### src/design/tpl_pkg.sv
// ---------------------------------------------------------------------------
// tpl_pkg: shared types and constants for the track predictor
// Word formats, command and lifecycle codes, controller states, helpers.
// ---------------------------------------------------------------------------
`default_nettype none

package tpl_pkg;

   localparam int CovWidthDefault   = 40;
   localparam int CountWidthDefault = 8;
   localparam int CovWidthMax       = 48;
   localparam int CountWidthMax     = 16;
   localparam int RootSteps         = 32;

   localparam logic [31:0] InitCovReset   = 32'd65536;
   localparam logic [31:0] ProcVarReset   = 32'd65536;
   localparam logic [7:0]  MaxCoastReset  = 8'd5;

   localparam logic [1:0] CMD_CREATE   = 2'd0;
   localparam logic [1:0] CMD_DETECT   = 2'd1;
   localparam logic [1:0] CMD_NODETECT = 2'd2;
   localparam logic [1:0] CMD_SPARE    = 2'd3;

   localparam logic [1:0] CSR_INIT_COV  = 2'd0;
   localparam logic [1:0] CSR_PROC_VAR  = 2'd1;
   localparam logic [1:0] CSR_MAX_COAST = 2'd2;

   typedef enum logic [1:0] {
      LC_INIT   = 2'd0,
      LC_ACTIVE = 2'd1,
      LC_COAST  = 2'd2,
      LC_TERM   = 2'd3
   } lc_type;

   typedef enum logic [3:0] {
      ST_IDLE,
      ST_DECIDE,
      ST_CREATE,
      ST_PRED,
      ST_SEED,
      ST_PRED2,
      ST_LIFE,
      ST_DIFF,
      ST_SQX,
      ST_SQY,
      ST_RINIT,
      ST_ROOT,
      ST_OUT
   } ctrl_state_type;

   typedef struct packed {
      logic [1:0]         command;
      logic signed [23:0] x_meas;
      logic signed [23:0] y_meas;
   } req_word_type;

   typedef struct packed {
      logic [1:0]         track_status;
      logic signed [31:0] est_x;
      logic signed [31:0] est_y;
      logic signed [31:0] est_vx;
      logic signed [31:0] est_vy;
      logic [7:0]         coast_frames;
      logic [31:0]        meas_distance;
      logic [39:0]        pos_variance_x;
   } rsp_word_type;

   // controller -> datapath
   typedef struct packed {
      logic load;
      logic create;
      logic predict;
      logic seed;
      logic life_upd;
      logic diff;
      logic sq_x;
      logic sq_y;
      logic root_init;
      logic root_step;
      logic out_load;
   } tpl_cmd_type;

   // datapath -> controller
   typedef struct packed {
      logic [1:0] command;
      lc_type     lifecycle;
      logic       root_last;
   } tpl_stat_type;

   function automatic logic signed [31:0] sat32(input logic signed [32:0] v);
      logic signed [31:0] r;
      if (v[32] != v[31]) begin
         r = v[32] ? 32'sh8000_0000 : 32'sh7FFF_FFFF;
      end else begin
         r = v[31:0];
      end
      return r;
   endfunction

endpackage

`default_nettype wire

### src/design/tpl_ctrl.sv
// ---------------------------------------------------------------------------
// tpl_ctrl: sequencer for the track predictor
// Walks one word through create / predict / lifecycle / distance steps.
// ---------------------------------------------------------------------------
`default_nettype none

module tpl_ctrl
   import tpl_pkg::*;
(
   input  wire logic         clock,
   input  wire logic         reset,
   input  wire logic         req_valid,
   output logic              req_stall,
   output logic              rsp_valid,
   input  wire logic         rsp_stall,
   input  wire tpl_stat_type stat,
   output tpl_cmd_type       ctl
);

   ctrl_state_type state_ff, state_in;
   logic           rsp_valid_ff, rsp_valid_in;
   logic           out_free;
   logic           frame_live;

   assign out_free   = !rsp_valid_ff || !rsp_stall;
   assign frame_live = (stat.command == CMD_DETECT || stat.command == CMD_NODETECT)
                       && stat.lifecycle != LC_TERM;

   always_comb begin
      state_in = state_ff;
      unique case (state_ff)
         ST_IDLE:   if (req_valid) state_in = ST_DECIDE;
         ST_DECIDE: begin
            if (stat.command == CMD_CREATE) begin
               state_in = ST_CREATE;
            end else if (frame_live) begin
               if (stat.lifecycle != LC_INIT)        state_in = ST_PRED;
               else if (stat.command == CMD_DETECT)  state_in = ST_SEED;
               else                                  state_in = ST_LIFE;
            end else if (stat.command == CMD_DETECT) begin
               state_in = ST_DIFF;
            end else begin
               state_in = ST_OUT;
            end
         end
         ST_CREATE: state_in = ST_OUT;
         ST_PRED:   state_in = ST_LIFE;
         ST_SEED:   state_in = ST_PRED2;
         ST_PRED2:  state_in = ST_LIFE;
         ST_LIFE:   state_in = (stat.command == CMD_DETECT) ? ST_DIFF : ST_OUT;
         ST_DIFF:   state_in = ST_SQX;
         ST_SQX:    state_in = ST_SQY;
         ST_SQY:    state_in = ST_RINIT;
         ST_RINIT:  state_in = ST_ROOT;
         ST_ROOT:   if (stat.root_last) state_in = ST_OUT;
         ST_OUT:    if (out_free) state_in = ST_IDLE;
         default:   state_in = ST_IDLE;
      endcase
   end

   always_comb begin
      ctl           = '0;
      ctl.load      = (state_ff == ST_IDLE) && req_valid;
      ctl.create    = (state_ff == ST_CREATE);
      ctl.predict   = (state_ff == ST_PRED) || (state_ff == ST_PRED2);
      ctl.seed      = (state_ff == ST_SEED);
      ctl.life_upd  = (state_ff == ST_LIFE);
      ctl.diff      = (state_ff == ST_DIFF);
      ctl.sq_x      = (state_ff == ST_SQX);
      ctl.sq_y      = (state_ff == ST_SQY);
      ctl.root_init = (state_ff == ST_RINIT);
      ctl.root_step = (state_ff == ST_ROOT);
      ctl.out_load  = (state_ff == ST_OUT) && out_free;
      req_stall     = (state_ff != ST_IDLE);
      rsp_valid     = rsp_valid_ff;
      rsp_valid_in  = ctl.out_load ? 1'b1 : (rsp_valid_ff && rsp_stall);
   end

   always_ff @(posedge clock) begin
      if (reset) begin
         state_ff     <= ST_IDLE;
         rsp_valid_ff <= 1'b0;
      end else begin
         state_ff     <= state_in;
         rsp_valid_ff <= rsp_valid_in;
      end
   end

endmodule

`default_nettype wire

### src/design/tpl_dp.sv
// ---------------------------------------------------------------------------
// tpl_dp: datapath for the track predictor
// State vector, covariance, lifecycle, distance multiplier and square root.
// ---------------------------------------------------------------------------
`default_nettype none

module tpl_dp
   import tpl_pkg::*;
#(
   parameter int COV_WIDTH   = CovWidthDefault,
   parameter int COUNT_WIDTH = CountWidthDefault
) (
   input  wire logic         clock,
   input  wire logic         reset,
   input  wire logic         csr_write,
   input  wire logic [1:0]   csr_index,
   input  wire logic [31:0]  csr_data,
   input  wire req_word_type req_data,
   input  wire tpl_cmd_type  ctl,
   output tpl_stat_type      stat,
   output rsp_word_type      rsp_data
);

   localparam int SumWidth     = COV_WIDTH + 3;
   localparam int RootCntWidth = $clog2(RootSteps);

   logic [31:0] init_cov_ff, proc_var_ff;
   logic [7:0]  max_coast_ff;

   req_word_type req_ff;
   lc_type       life_ff, life_in;
   logic [COUNT_WIDTH-1:0] coast_ff, coast_in;

   logic signed [31:0] x_ff, y_ff, vx_ff, vy_ff;
   logic [COV_WIDTH-1:0] p_ff [4][4];
   logic [COV_WIDTH-1:0] p_in [4][4];
   logic [COV_WIDTH-1:0] d4_ff, d5_ff;
   logic [COV_WIDTH-1:0] pv [6][6];

   logic [31:0] ax_ff, ay_ff;
   logic [63:0] sx_ff, sy_ff, prod;
   logic [63:0] rem_ff, res_ff, bit_ff, trial;
   logic        ovf_ff;
   logic [RootCntWidth-1:0] cnt_ff;
   logic [64:0] sq_sum;

   rsp_word_type rsp_ff;

   logic signed [32:0] xm_ext, ym_ext, dx, dy;
   logic [32:0]        adx, ady;
   logic [CountWidthMax-1:0] coast_wide;
   logic [CovWidthMax-1:0]   var_wide;

   assign xm_ext = 33'(req_ff.x_meas);
   assign ym_ext = 33'(req_ff.y_meas);
   assign dx     = xm_ext - 33'(x_ff);
   assign dy     = ym_ext - 33'(y_ff);
   assign adx    = dx[32] ? 33'(-dx) : 33'(dx);
   assign ady    = dy[32] ? 33'(-dy) : 33'(dy);

   // 6x6 view; rows/cols 4,5 only carry their diagonal
   always_comb begin
      for (int r = 0; r < 6; r++) begin
         for (int c = 0; c < 6; c++) begin
            pv[r][c] = '0;
         end
      end
      for (int r = 0; r < 4; r++) begin
         for (int c = 0; c < 4; c++) begin
            pv[r][c] = p_ff[r][c];
         end
      end
      pv[4][4] = d4_ff;
      pv[5][5] = d5_ff;
   end

   // P = A P A' + Q, A row i sums entries i and i+2
   always_comb begin
      logic [SumWidth-1:0] s;
      for (int i = 0; i < 4; i++) begin
         for (int j = 0; j < 4; j++) begin
            s = SumWidth'(pv[i][j]) + SumWidth'(pv[i][j+2])
              + SumWidth'(pv[i+2][j]) + SumWidth'(pv[i+2][j+2])
              + ((i == j) ? SumWidth'(proc_var_ff) : SumWidth'(0));
            p_in[i][j] = (s[SumWidth-1:COV_WIDTH] != '0) ? '1 : s[COV_WIDTH-1:0];
         end
      end
   end

   always_comb begin
      logic [COUNT_WIDTH-1:0] c;
      lc_type                 l;
      c = coast_ff;
      l = life_ff;
      if (req_ff.command == CMD_NODETECT) begin
         if (life_ff == LC_INIT) begin
            l = LC_TERM;
         end else begin
            l = LC_COAST;
            if (coast_ff != '1) c = coast_ff + 1'b1;
         end
      end else begin
         l = LC_ACTIVE;
         c = '0;
      end
      if (CountWidthMax'(c) > CountWidthMax'(max_coast_ff)) l = LC_TERM;
      coast_in = c;
      life_in  = l;
   end

   assign prod   = 64'(ctl.sq_x ? ax_ff : ay_ff) * 64'(ctl.sq_x ? ax_ff : ay_ff);
   assign sq_sum = 65'(sx_ff) + 65'(sy_ff);
   assign trial  = res_ff + bit_ff;

   always_ff @(posedge clock) begin
      if (reset) begin
         init_cov_ff  <= InitCovReset;
         proc_var_ff  <= ProcVarReset;
         max_coast_ff <= MaxCoastReset;
         life_ff      <= LC_TERM;
         coast_ff     <= '0;
         x_ff         <= '0;
         y_ff         <= '0;
         vx_ff        <= '0;
         vy_ff        <= '0;
         d4_ff        <= '0;
         d5_ff        <= '0;
         for (int r = 0; r < 4; r++) begin
            for (int c = 0; c < 4; c++) begin
               p_ff[r][c] <= '0;
            end
         end
      end else begin
         if (csr_write) begin
            unique case (csr_index)
               CSR_INIT_COV:  init_cov_ff  <= csr_data;
               CSR_PROC_VAR:  proc_var_ff  <= csr_data;
               CSR_MAX_COAST: max_coast_ff <= csr_data[7:0];
               default: ;
            endcase
         end
         if (ctl.create) begin
            x_ff     <= 32'(req_ff.x_meas);
            y_ff     <= 32'(req_ff.y_meas);
            vx_ff    <= '0;
            vy_ff    <= '0;
            d4_ff    <= COV_WIDTH'(init_cov_ff);
            d5_ff    <= COV_WIDTH'(init_cov_ff);
            for (int r = 0; r < 4; r++) begin
               for (int c = 0; c < 4; c++) begin
                  p_ff[r][c] <= (r == c) ? COV_WIDTH'(init_cov_ff) : '0;
               end
            end
            life_ff  <= LC_INIT;
            coast_ff <= '0;
         end
         if (ctl.predict) begin
            x_ff  <= sat32(33'(x_ff) + 33'(vx_ff));
            y_ff  <= sat32(33'(y_ff) + 33'(vy_ff));
            p_ff  <= p_in;
            d4_ff <= COV_WIDTH'(proc_var_ff);
            d5_ff <= COV_WIDTH'(proc_var_ff);
         end
         if (ctl.seed) begin
            vx_ff <= sat32(dx);
            vy_ff <= sat32(dy);
         end
         if (ctl.life_upd) begin
            life_ff  <= life_in;
            coast_ff <= coast_in;
         end
      end
   end

   assign coast_wide = CountWidthMax'(coast_ff);
   assign var_wide   = CovWidthMax'(p_ff[0][0]);

   function automatic rsp_word_type rsp_next();
      rsp_word_type w;
      w.track_status   = life_ff;
      w.est_x          = x_ff;
      w.est_y          = y_ff;
      w.est_vx         = vx_ff;
      w.est_vy         = vy_ff;
      w.coast_frames   = coast_wide[7:0];
      w.meas_distance  = (req_ff.command != CMD_DETECT) ? 32'd0 :
                         (ovf_ff ? 32'hFFFF_FFFF : res_ff[31:0]);
      w.pos_variance_x = (var_wide[CovWidthMax-1:40] != '0) ? '1 : var_wide[39:0];
      return w;
   endfunction

   // payload and distance registers, no reset needed
   always_ff @(posedge clock) begin
      if (ctl.load) req_ff <= req_data;
      if (ctl.diff) begin
         ax_ff <= adx[31:0];
         ay_ff <= ady[31:0];
      end
      if (ctl.sq_x) sx_ff <= prod;
      if (ctl.sq_y) sy_ff <= prod;
      if (ctl.root_init) begin
         ovf_ff <= sq_sum[64];
         rem_ff <= sq_sum[63:0];
         res_ff <= '0;
         bit_ff <= 64'd1 << 62;
         cnt_ff <= '0;
      end
      if (ctl.root_step) begin
         if (rem_ff >= trial) begin
            rem_ff <= rem_ff - trial;
            res_ff <= (res_ff >> 1) + bit_ff;
         end else begin
            res_ff <= res_ff >> 1;
         end
         bit_ff <= bit_ff >> 2;
         cnt_ff <= cnt_ff + 1'b1;
      end
      if (ctl.out_load) rsp_ff <= rsp_next();
   end

   assign stat.command   = req_ff.command;
   assign stat.lifecycle = life_ff;
   assign stat.root_last = (cnt_ff == RootCntWidth'(RootSteps - 1));
   assign rsp_data       = rsp_ff;

endmodule

`default_nettype wire

### src/design/track_predict_lifecycle.sv
// ---------------------------------------------------------------------------
// track_predict_lifecycle: single-track constant-velocity predictor
// Create, predict (X=AX, P=APA'+Q), lifecycle and detection distance.
// ---------------------------------------------------------------------------
//  channel  | dir | handshake             | word
//  req_     | in  | req_valid / req_stall | req_word_type (command, x/y meas)
//  rsp_     | out | rsp_valid / rsp_stall | rsp_word_type (status, estimate,...)
//  csr_     | in  | csr_write             | csr_index, csr_data (32 bit)
//
//  One word in flight: accept, then decide, create or predict/seed/lifecycle
//  steps and output load, which makes the result word.
//  A frame with detection adds the distance steps: difference,
//  two squares on one 32x32 multiplier, root setup, 32-step bit-pair root.
//  The longest path is a first detection in init; the controller goes
//  back to idle after the output load before the next accept.
//  Reset is synchronous; track comes up terminated, registers at defaults.
//  rsp_stall holds the result word; the next word is taken while it waits.
// ---------------------------------------------------------------------------
`default_nettype none

module track_predict_lifecycle
   import tpl_pkg::*;
#(
   parameter int COV_WIDTH   = CovWidthDefault,
   parameter int COUNT_WIDTH = CountWidthDefault
) (
   input  wire logic         clock,
   input  wire logic         reset,
   input  wire logic         req_valid,
   output logic              req_stall,
   input  wire req_word_type req_data,
   output logic              rsp_valid,
   input  wire logic         rsp_stall,
   output rsp_word_type      rsp_data,
   input  wire logic         csr_write,
   input  wire logic [1:0]   csr_index,
   input  wire logic [31:0]  csr_data
);

   tpl_cmd_type  ctl;
   tpl_stat_type stat;

   // sequencer
   tpl_ctrl u_ctrl (
      .clock     (clock),
      .reset     (reset),
      .req_valid (req_valid),
      .req_stall (req_stall),
      .rsp_valid (rsp_valid),
      .rsp_stall (rsp_stall),
      .stat      (stat),
      .ctl       (ctl)
   );

   // filter state, lifecycle and distance engine
   tpl_dp #(
      .COV_WIDTH   (COV_WIDTH),
      .COUNT_WIDTH (COUNT_WIDTH)
   ) u_dp (
      .clock     (clock),
      .reset     (reset),
      .csr_write (csr_write),
      .csr_index (csr_index),
      .csr_data  (csr_data),
      .req_data  (req_data),
      .ctl       (ctl),
      .stat      (stat),
      .rsp_data  (rsp_data)
   );

   // one word at a time: busy right after an accept
   a_busy_after_accept: assert property (@(posedge clock) disable iff (reset)
      req_valid && !req_stall |=> req_stall)
      else $error("input taken while a word is in flight");

   // datapath commands never overlap
   a_one_cmd: assert property (@(posedge clock) disable iff (reset)
      $onehot0({ctl.create, ctl.predict, ctl.seed, ctl.life_upd, ctl.diff,
                ctl.sq_x, ctl.sq_y, ctl.root_init, ctl.root_step, ctl.out_load}))
      else $error("overlapping datapath commands");

   // create always leaves the track in init
   a_create_init: assert property (@(posedge clock) disable iff (reset)
      ctl.create |=> stat.lifecycle == LC_INIT)
      else $error("create did not enter init");

   // result loads once per word and raises valid
   a_out_valid: assert property (@(posedge clock) disable iff (reset)
      ctl.out_load |=> rsp_valid && !ctl.out_load)
      else $error("result load without valid");

endmodule

`default_nettype wire

### config.mk
export PLATFORM = sky130hd
export DESIGN_NAME = track_predict_lifecycle
export DESIGN_NICKNAME = d
export VERILOG_FILES = /design/src/design/tpl_pkg.sv /design/src/design/tpl_ctrl.sv /design/src/design/tpl_dp.sv /design/src/design/track_predict_lifecycle.sv
export SDC_FILE = /design/constraint.sdc
export NUM_CORES = 2
export LEC_CHECK = 0
export BUFFER_PORTS_ARGS = -buffer_cell sky130_fd_sc_hd__clkbuf_2
export CORE_ASPECT_RATIO = 0.9
export CORE_MARGIN = 3
export CORE_UTILIZATION = 45
export CTS_CLUSTER_SIZE = 24
export DETAILED_ROUTE_END_ITERATION = 16
export GPL_ROUTABILITY_DRIVEN = 0
export GPL_TIMING_DRIVEN = 0
export PLACE_DENSITY = 0.72
export SYNTH_ARGS = -nofsm -noshare
export SYNTH_HDL_FRONTEND = slang
export SYNTH_HIERARCHICAL = 1
export SYNTH_SLANG_ARGS = --single-unit
### constraint.sdc
create_clock -name clock -period 19.98 [get_ports clock]
set_input_delay 1.998 -clock clock [delete_from_list [all_inputs] [get_ports clock]]
set_output_delay 1.998 -clock clock [all_outputs]
set_load 0.005 [all_outputs]
**Word level (Yosys, flattened, before mapping)**

Index checks and enable logic that the tools add are counted.

- Flip-flop bits (word level): 1505
- Latch bits: 0
- RAM bits: 0
- Memory bits (read-only): 0
- Input bits: 89
- Output and inout bits: 212
- Logic and storage cells: 224
- Memories kept: 0

- Add/subtract/negate cells: 38
- $mul: 1
- Div/mod/pow operators: 0
- $lt $le $gt $ge: 2
- Equality and inequality tests: 27
- Shift operators: 0
- Multiplexer cells: 67
- Bitwise gates (word level): 1
- Reduce and logical (&&, ||, !) cells: 39

Operators with widths:

| kind | number |
|---|---|
| 640-bit 2-to-1 mux | 2 |
| 32-bit 2-to-1 mux | 21 |
| 40-bit 2-to-1 mux | 14 |
| 40-bit by 40-bit adder with 41-bit output | 12 |
| 64-bit 2-to-1 mux | 6 |
| 43-bit by 40-bit adder with 43-bit output | 8 |
| 43-bit by 32-bit adder with 43-bit output | 4 |
| 61-bit 2-to-1 mux | 2 |
| 40-bit by 32-bit adder with 41-bit output | 2 |
| 32-bit by 32-bit adder with 33-bit output | 2 |
| 24-bit by 32-bit subtractor with 33-bit output | 2 |
| 64-bit by 64-bit adder with 65-bit output | 1 |
| 63-bit by 63-bit adder with 64-bit output | 1 |
| 64-bit by 63-bit adder with 64-bit output | 1 |
| 64-bit >= comparator | 1 |
| 64-bit by 64-bit multiplier with 64-bit output | 1 |
| 32-bit negation | 2 |
| 64-bit subtractor | 1 |
| 4-bit case mux with 12 select lines | 1 |
| 3-bit nonzero test | 14 |
| 8-bit 2-to-1 mux | 5 |
| 4-bit 2-to-1 mux | 7 |
| 4-bit equality test (second input constant) | 5 |
| 4-bit by 3-bit equality test with 1-bit output (second input constant) | 4 |
| other kinds (26) | 56 |

**Longest topological paths before layout**

- Depth after elaboration: 7
- Mapped depth: 39
- Depth with buffers taken out: 34

**Modules after synthesis**

The synthesis kept the hierarchy.

By module, submodules not included:

| module | times used | cells an instance | area each (um2) | seq. area each (um2) |
|---|---|---|---|---|
| tpl_dp | 1 | 10311 | 96044.6 | 25894.8 |
| tpl_ctrl | 1 | 78 | 541.8 | 100.1 |

**Worst setup path after synthesis**

No wires, ideal clock.

- Path type: reg2reg
- Start: register u_ctrl.state_ff[3]
- End: register u_dp.sx_ff[63], data pin
- Setup time: 264 ps
- Data arrival time: 14007 ps
- Required time: 19716 ps
- Path slack: 5709 ps
- Stages on the path, launching flop included: 40
- Buffers on the path: 7
- Period minus slack after synthesis: 14271 ps
- Path through: dfxtp_1 buf_6 clkbuf_1 nand2b_1 nor3_1 clkbuf_1 buf_1 mux2i_1 inv_1 clkbuf_1 buf_1 nand2_1 fa_1 inv_1 fa_1 inv_1 fa_1 fa_1 (+4 left out) inv_1 fa_1 fa_1 ha_1 clkbuf_1 nand4_1 a211oi_1 o311ai_0 nand3_1 a21o_1 a21oi_1 a22oi_1 a211oi_1 o31ai_1 nand2_1 o21ai_0 a21oi_1 xnor2_1

RTL lines:

| element | line | text |
|---|---|---|
| start: declaration | tpl_ctrl.sv:20 | `ctrl_state_type state_ff, state_in;` |
| start signal: assignment | tpl_ctrl.sv:84 | `state_ff <= state_in;` |
| end signal: assignment | tpl_dp.sv:199 | `if (ctl.sq_x) sx_ff <= prod;` |
| end: declaration | tpl_dp.sv:41 | `logic [63:0] sx_ff, sy_ff, prod;` |

==> results.md <==
- Status: finished, violations left
- Failing checks: capacitance limit, slew limit
- Post-synthesis adder-cell area fraction: 0.298
- Antenna Nets Post-Route: 0
- CTS buffer count: approximately 100
- Full die area: between 200000 and 250000 µm²
- CP Capture Type: flip-flop
- Synth Area in Compound Gates: 0.169
- Slew HR: -0.0882
- Drt wl/cell: between 20 and 25 µm
- Slowest stage cell, crit path: mux2i_1
- Unrepaired setup endpoints after global routing: false
- Synth Area in XOR/XNOR: 0.0602
- Post-synthesis mux area share: 0.0154
- Top post-synthesis cells by count: 1306 x inv_1, 907 x fa_1, 885 x nand2_1, 827 x nor2_1, 824 x ha_1
- Hold_sp: u_dp/init_cov_ff[13]
- Total congestion overflow: 0
- Hpwl dp: 258 mm
- Row cnt: 160
- Post-synthesis sequential area ratio: 0.269
- Final critical-path share of the clock period: 0.701
- Synth Register Bits: 1023
- Final hold vios: 0
- Worst-path fanout max: 11
- PostCTS Resize Cnt: 0
- Clock Path Buffers: 3
- Root Driver: clkbuf_16
- Final WL: between 300 and 400 mm
- R2r endpoint: u_dp/sy_ff[63]
- Critical Path Start Type: flip-flop
- Setup CP Type: flip-flop to flip-flop
- Worst Path Arrival: 14.53 ns
- FF-to-FF Start: u_ctrl/state_ff[3]
- Post-CTS Setup Bufs: 0
- Die height: 446 µm
- Least-Margin Pin Slew: about 1.6 ns
- Synth top area cells: fa_1 19%, edfxtp_1 17%, ha_1 11%
- Hold_buf cts: 0
- CTS Sinks: 1023
- Post-synth top area share: 0.188
- Initial core utilization: 0.455
- CTS tree: built
- Drt drc: 0
- Vias in the first global route: 81400
- DR vias/cell: approximately 6.0
- Syn nets: roughly 12000
- Io pins: around 300
- Reg2Reg Depth: 38
- H-tree depth: 3
- Mapped Area: between 90000 and 100000 µm²
- Max-cap violations: 3
- Drt first pass iters: 10
- Hold Path Class: flip-flop to flip-flop
- WHS Endpoint: u_dp/init_cov_ff[13]
- Most used cell, CP: fa_1
- Max Freq: approximately 70 MHz
- Post-synth EDFFs: roughly 550
- Setup_tns: 0 ns
- # setup viols final: 0
- First-pass GRT wire length: just under 500 mm
- Final min period: around 14 ns
- Largest net degree at the start of global routing: 53
- PortBufs: 300
- Simple-Gate Fraction of Synth Area: 0.120
- Largest family of logic cells by synthesized area: adder cells
- Syn Area/Cell: a little over 9 µm²
- Largest area contributor in the synthesized netlist: fa_1
- Hold path cells: 2
- Cell with the most instances after synthesis: inv_1
- Syn Inst Count: about 10000
- WP data required: 20.50 ns
- Register clock-pin slew on the reported worst setup and hold paths: about 0.070 ns
- Fin nets: around 13000
- Async set-reset flop share out of synthesis: 0
- CP peak stage delay: 1.00 ns
- P&R area growth vs syn: 9.73%
- Ys Warns: 6
- Die Width: approximately 500 µm
- Layout cells sized above 1: 0.0617
- Slew Viols, Final: 25
- Yosys cell types: 106
- DRT iter0 DRCs: 9998
- Skew final: around 0.071 ns
- Antenna violations before repair: 13
- Main synth FF type: edfxtp_1
- Latest clock arrival within the worst-skew pair: between 0.7 and 0.8 ns
- Total GRT Usage: 0.286
- Core Region: 212000 µm²
- Vias: approximately 83000
- R2R Setup Slk: approximately 6 ns
[cells in the final DEF (no fill, tap or decap), drive strengths merged, types with 25 or more instances in the layout]
cell type	Yosys	routed
mux2i	120	120
maj3	28	28
nor2b	101	101
nor3	100	100
xor2	297	297
and2	96	96
a31oi	123	123
xnor2	366	366
a22o	53	53
a311oi	55	55
clkinv	15	51
a21oi	780	780
dfxtp	472	472
o31ai	29	29
fa	907	907
o211ai	33	33
nand2b	100	100
buf	71	103
and3	63	63
clkbuf	353	777
nand2	888	888
o21ai	397	397
o21a	57	57
or3	39	39
a221oi	93	93
nand4	100	100
o21bai	90	90
a211oi	145	145
nand3	118	118
a31o	32	32
mux2	25	25
a21boi	28	28
nor2	829	829
ha	824	824
edfxtp	551	551
inv	1307	1320
a21o	410	410
or2	27	27
[worst max-delay path by stage]
stage / from / endpoint / slack (ns) / depth (start not counted)
after floorplan: u_ctrl/state_ff[3] / u_dp/sx_ff[63] / 5.71 / 39
after global placement: u_ctrl/state_ff[3] / u_dp/sx_ff[63] / -0.50 / 39
after detailed placement: u_ctrl/state_ff[3] / u_dp/sx_ff[63] / 6.61 / 38
after CTS: u_ctrl/state_ff[3] / u_dp/sy_ff[63] / 6.52 / 38
after global routing: u_ctrl/state_ff[3] / u_dp/sx_ff[63] / 5.43 / 38
final: u_ctrl/state_ff[3] / u_dp/sy_ff[63] / 5.97 / 38
[sequential cells by signal, summed over array words and instances, names as in the netlist, 4 cells and up]
name / cells
u_ctrl/state_ff: 4
u_dp/ax_ff: 32
u_dp/ay_ff: 32
u_dp/bit_ff: 32
u_dp/cnt_ff: 5
u_dp/coast_ff: 8
u_dp/d5_ff: 32
u_dp/init_cov_ff: 32
u_dp/max_coast_ff: 8
u_dp/p_ff: 160
u_dp/proc_var_ff: 32
u_dp/rem_ff: 64
u_dp/req_ff: 48
u_dp/res_ff: 64
u_dp/rsp_data: 210
u_dp/sx_ff: 63
u_dp/sy_ff: 63
u_dp/vx_ff: 32
u_dp/vy_ff: 32
u_dp/x_ff: 32
u_dp/y_ff: 32
[layout make-up]
type	instances	area, µm²
diodes	9	22.5
plain buffers	424	1670
clock buffers	124	2750
clock inverters	72	970
fillers	19200	106000
inverters	1322	4960
multi-input cells	7620	64000
flip-flops and latches	1023	26000
well taps	2835	3550
repair buffers	332	2030
[metrics by stage]
| step | hold WS (ns) | instances | utilization | worst slack [ns] | area, µm² |
|---|---|---|---|---|---|
| 2_1_floorplan | 0.426 | 10400 | - | 5.71 | 96600 |
| 3_3_place_gp | 0.459 | 13500 | 0.478 | -0.499 | 102000 |
| 3_5_place_dp | 0.459 | 13600 | 0.481 | 6.61 | 102000 |
| 4_1_cts | 0.478 | 13800 | 0.499 | 6.52 | 106000 |
| 5_1_grt | 0.500 | 13800 | 0.499 | 5.43 | 106000 |
| 6_report | 0.479 | 13800 | 0.499 | 5.97 | 106000 |
[worst max-delay path: cells and delay by family, from the launching register on]
kind                       cells  cell delay [ns]
and+or+nand+nor                6             1.02
buffers and inverters         12             4.25
adders and majority gates      9             4.27
DFF                            1             0.33
xor gates and xnor gates       1             0.30
muxes                          1             1.00
AOI/OAI and AO/OA              9             2.57
[logic make-up (layout without fill, tap and decap cells)]
group,Yosys count,count (layout)
AND/OR/NAND/NOR,2553,2553
AO/OA/AOI/OAI,2500,2500
adder cells (fa/ha/maj),1759,1759
buffers and inverters,1746,2274
flip-flops,1023,1023
XOR/XNOR,663,663
multiplexers,145,145
other,0,9
[per-layer routing]
layer	part of all wire	wire [µm]	GRT usage	vias to the layer above
met5	0.0017	562	0.0182	-
met4	0.070	22800	0.165	12
met3	0.12	38700	0.0805	1096
met2	0.42	135000	0.420	5052
met1	0.39	126000	0.375	40200
li1	-	-	-	36500
Power is left out: the tool's default activity adds up to more than one toggle a clock period on the data nets, which glitch-free logic cannot reach.
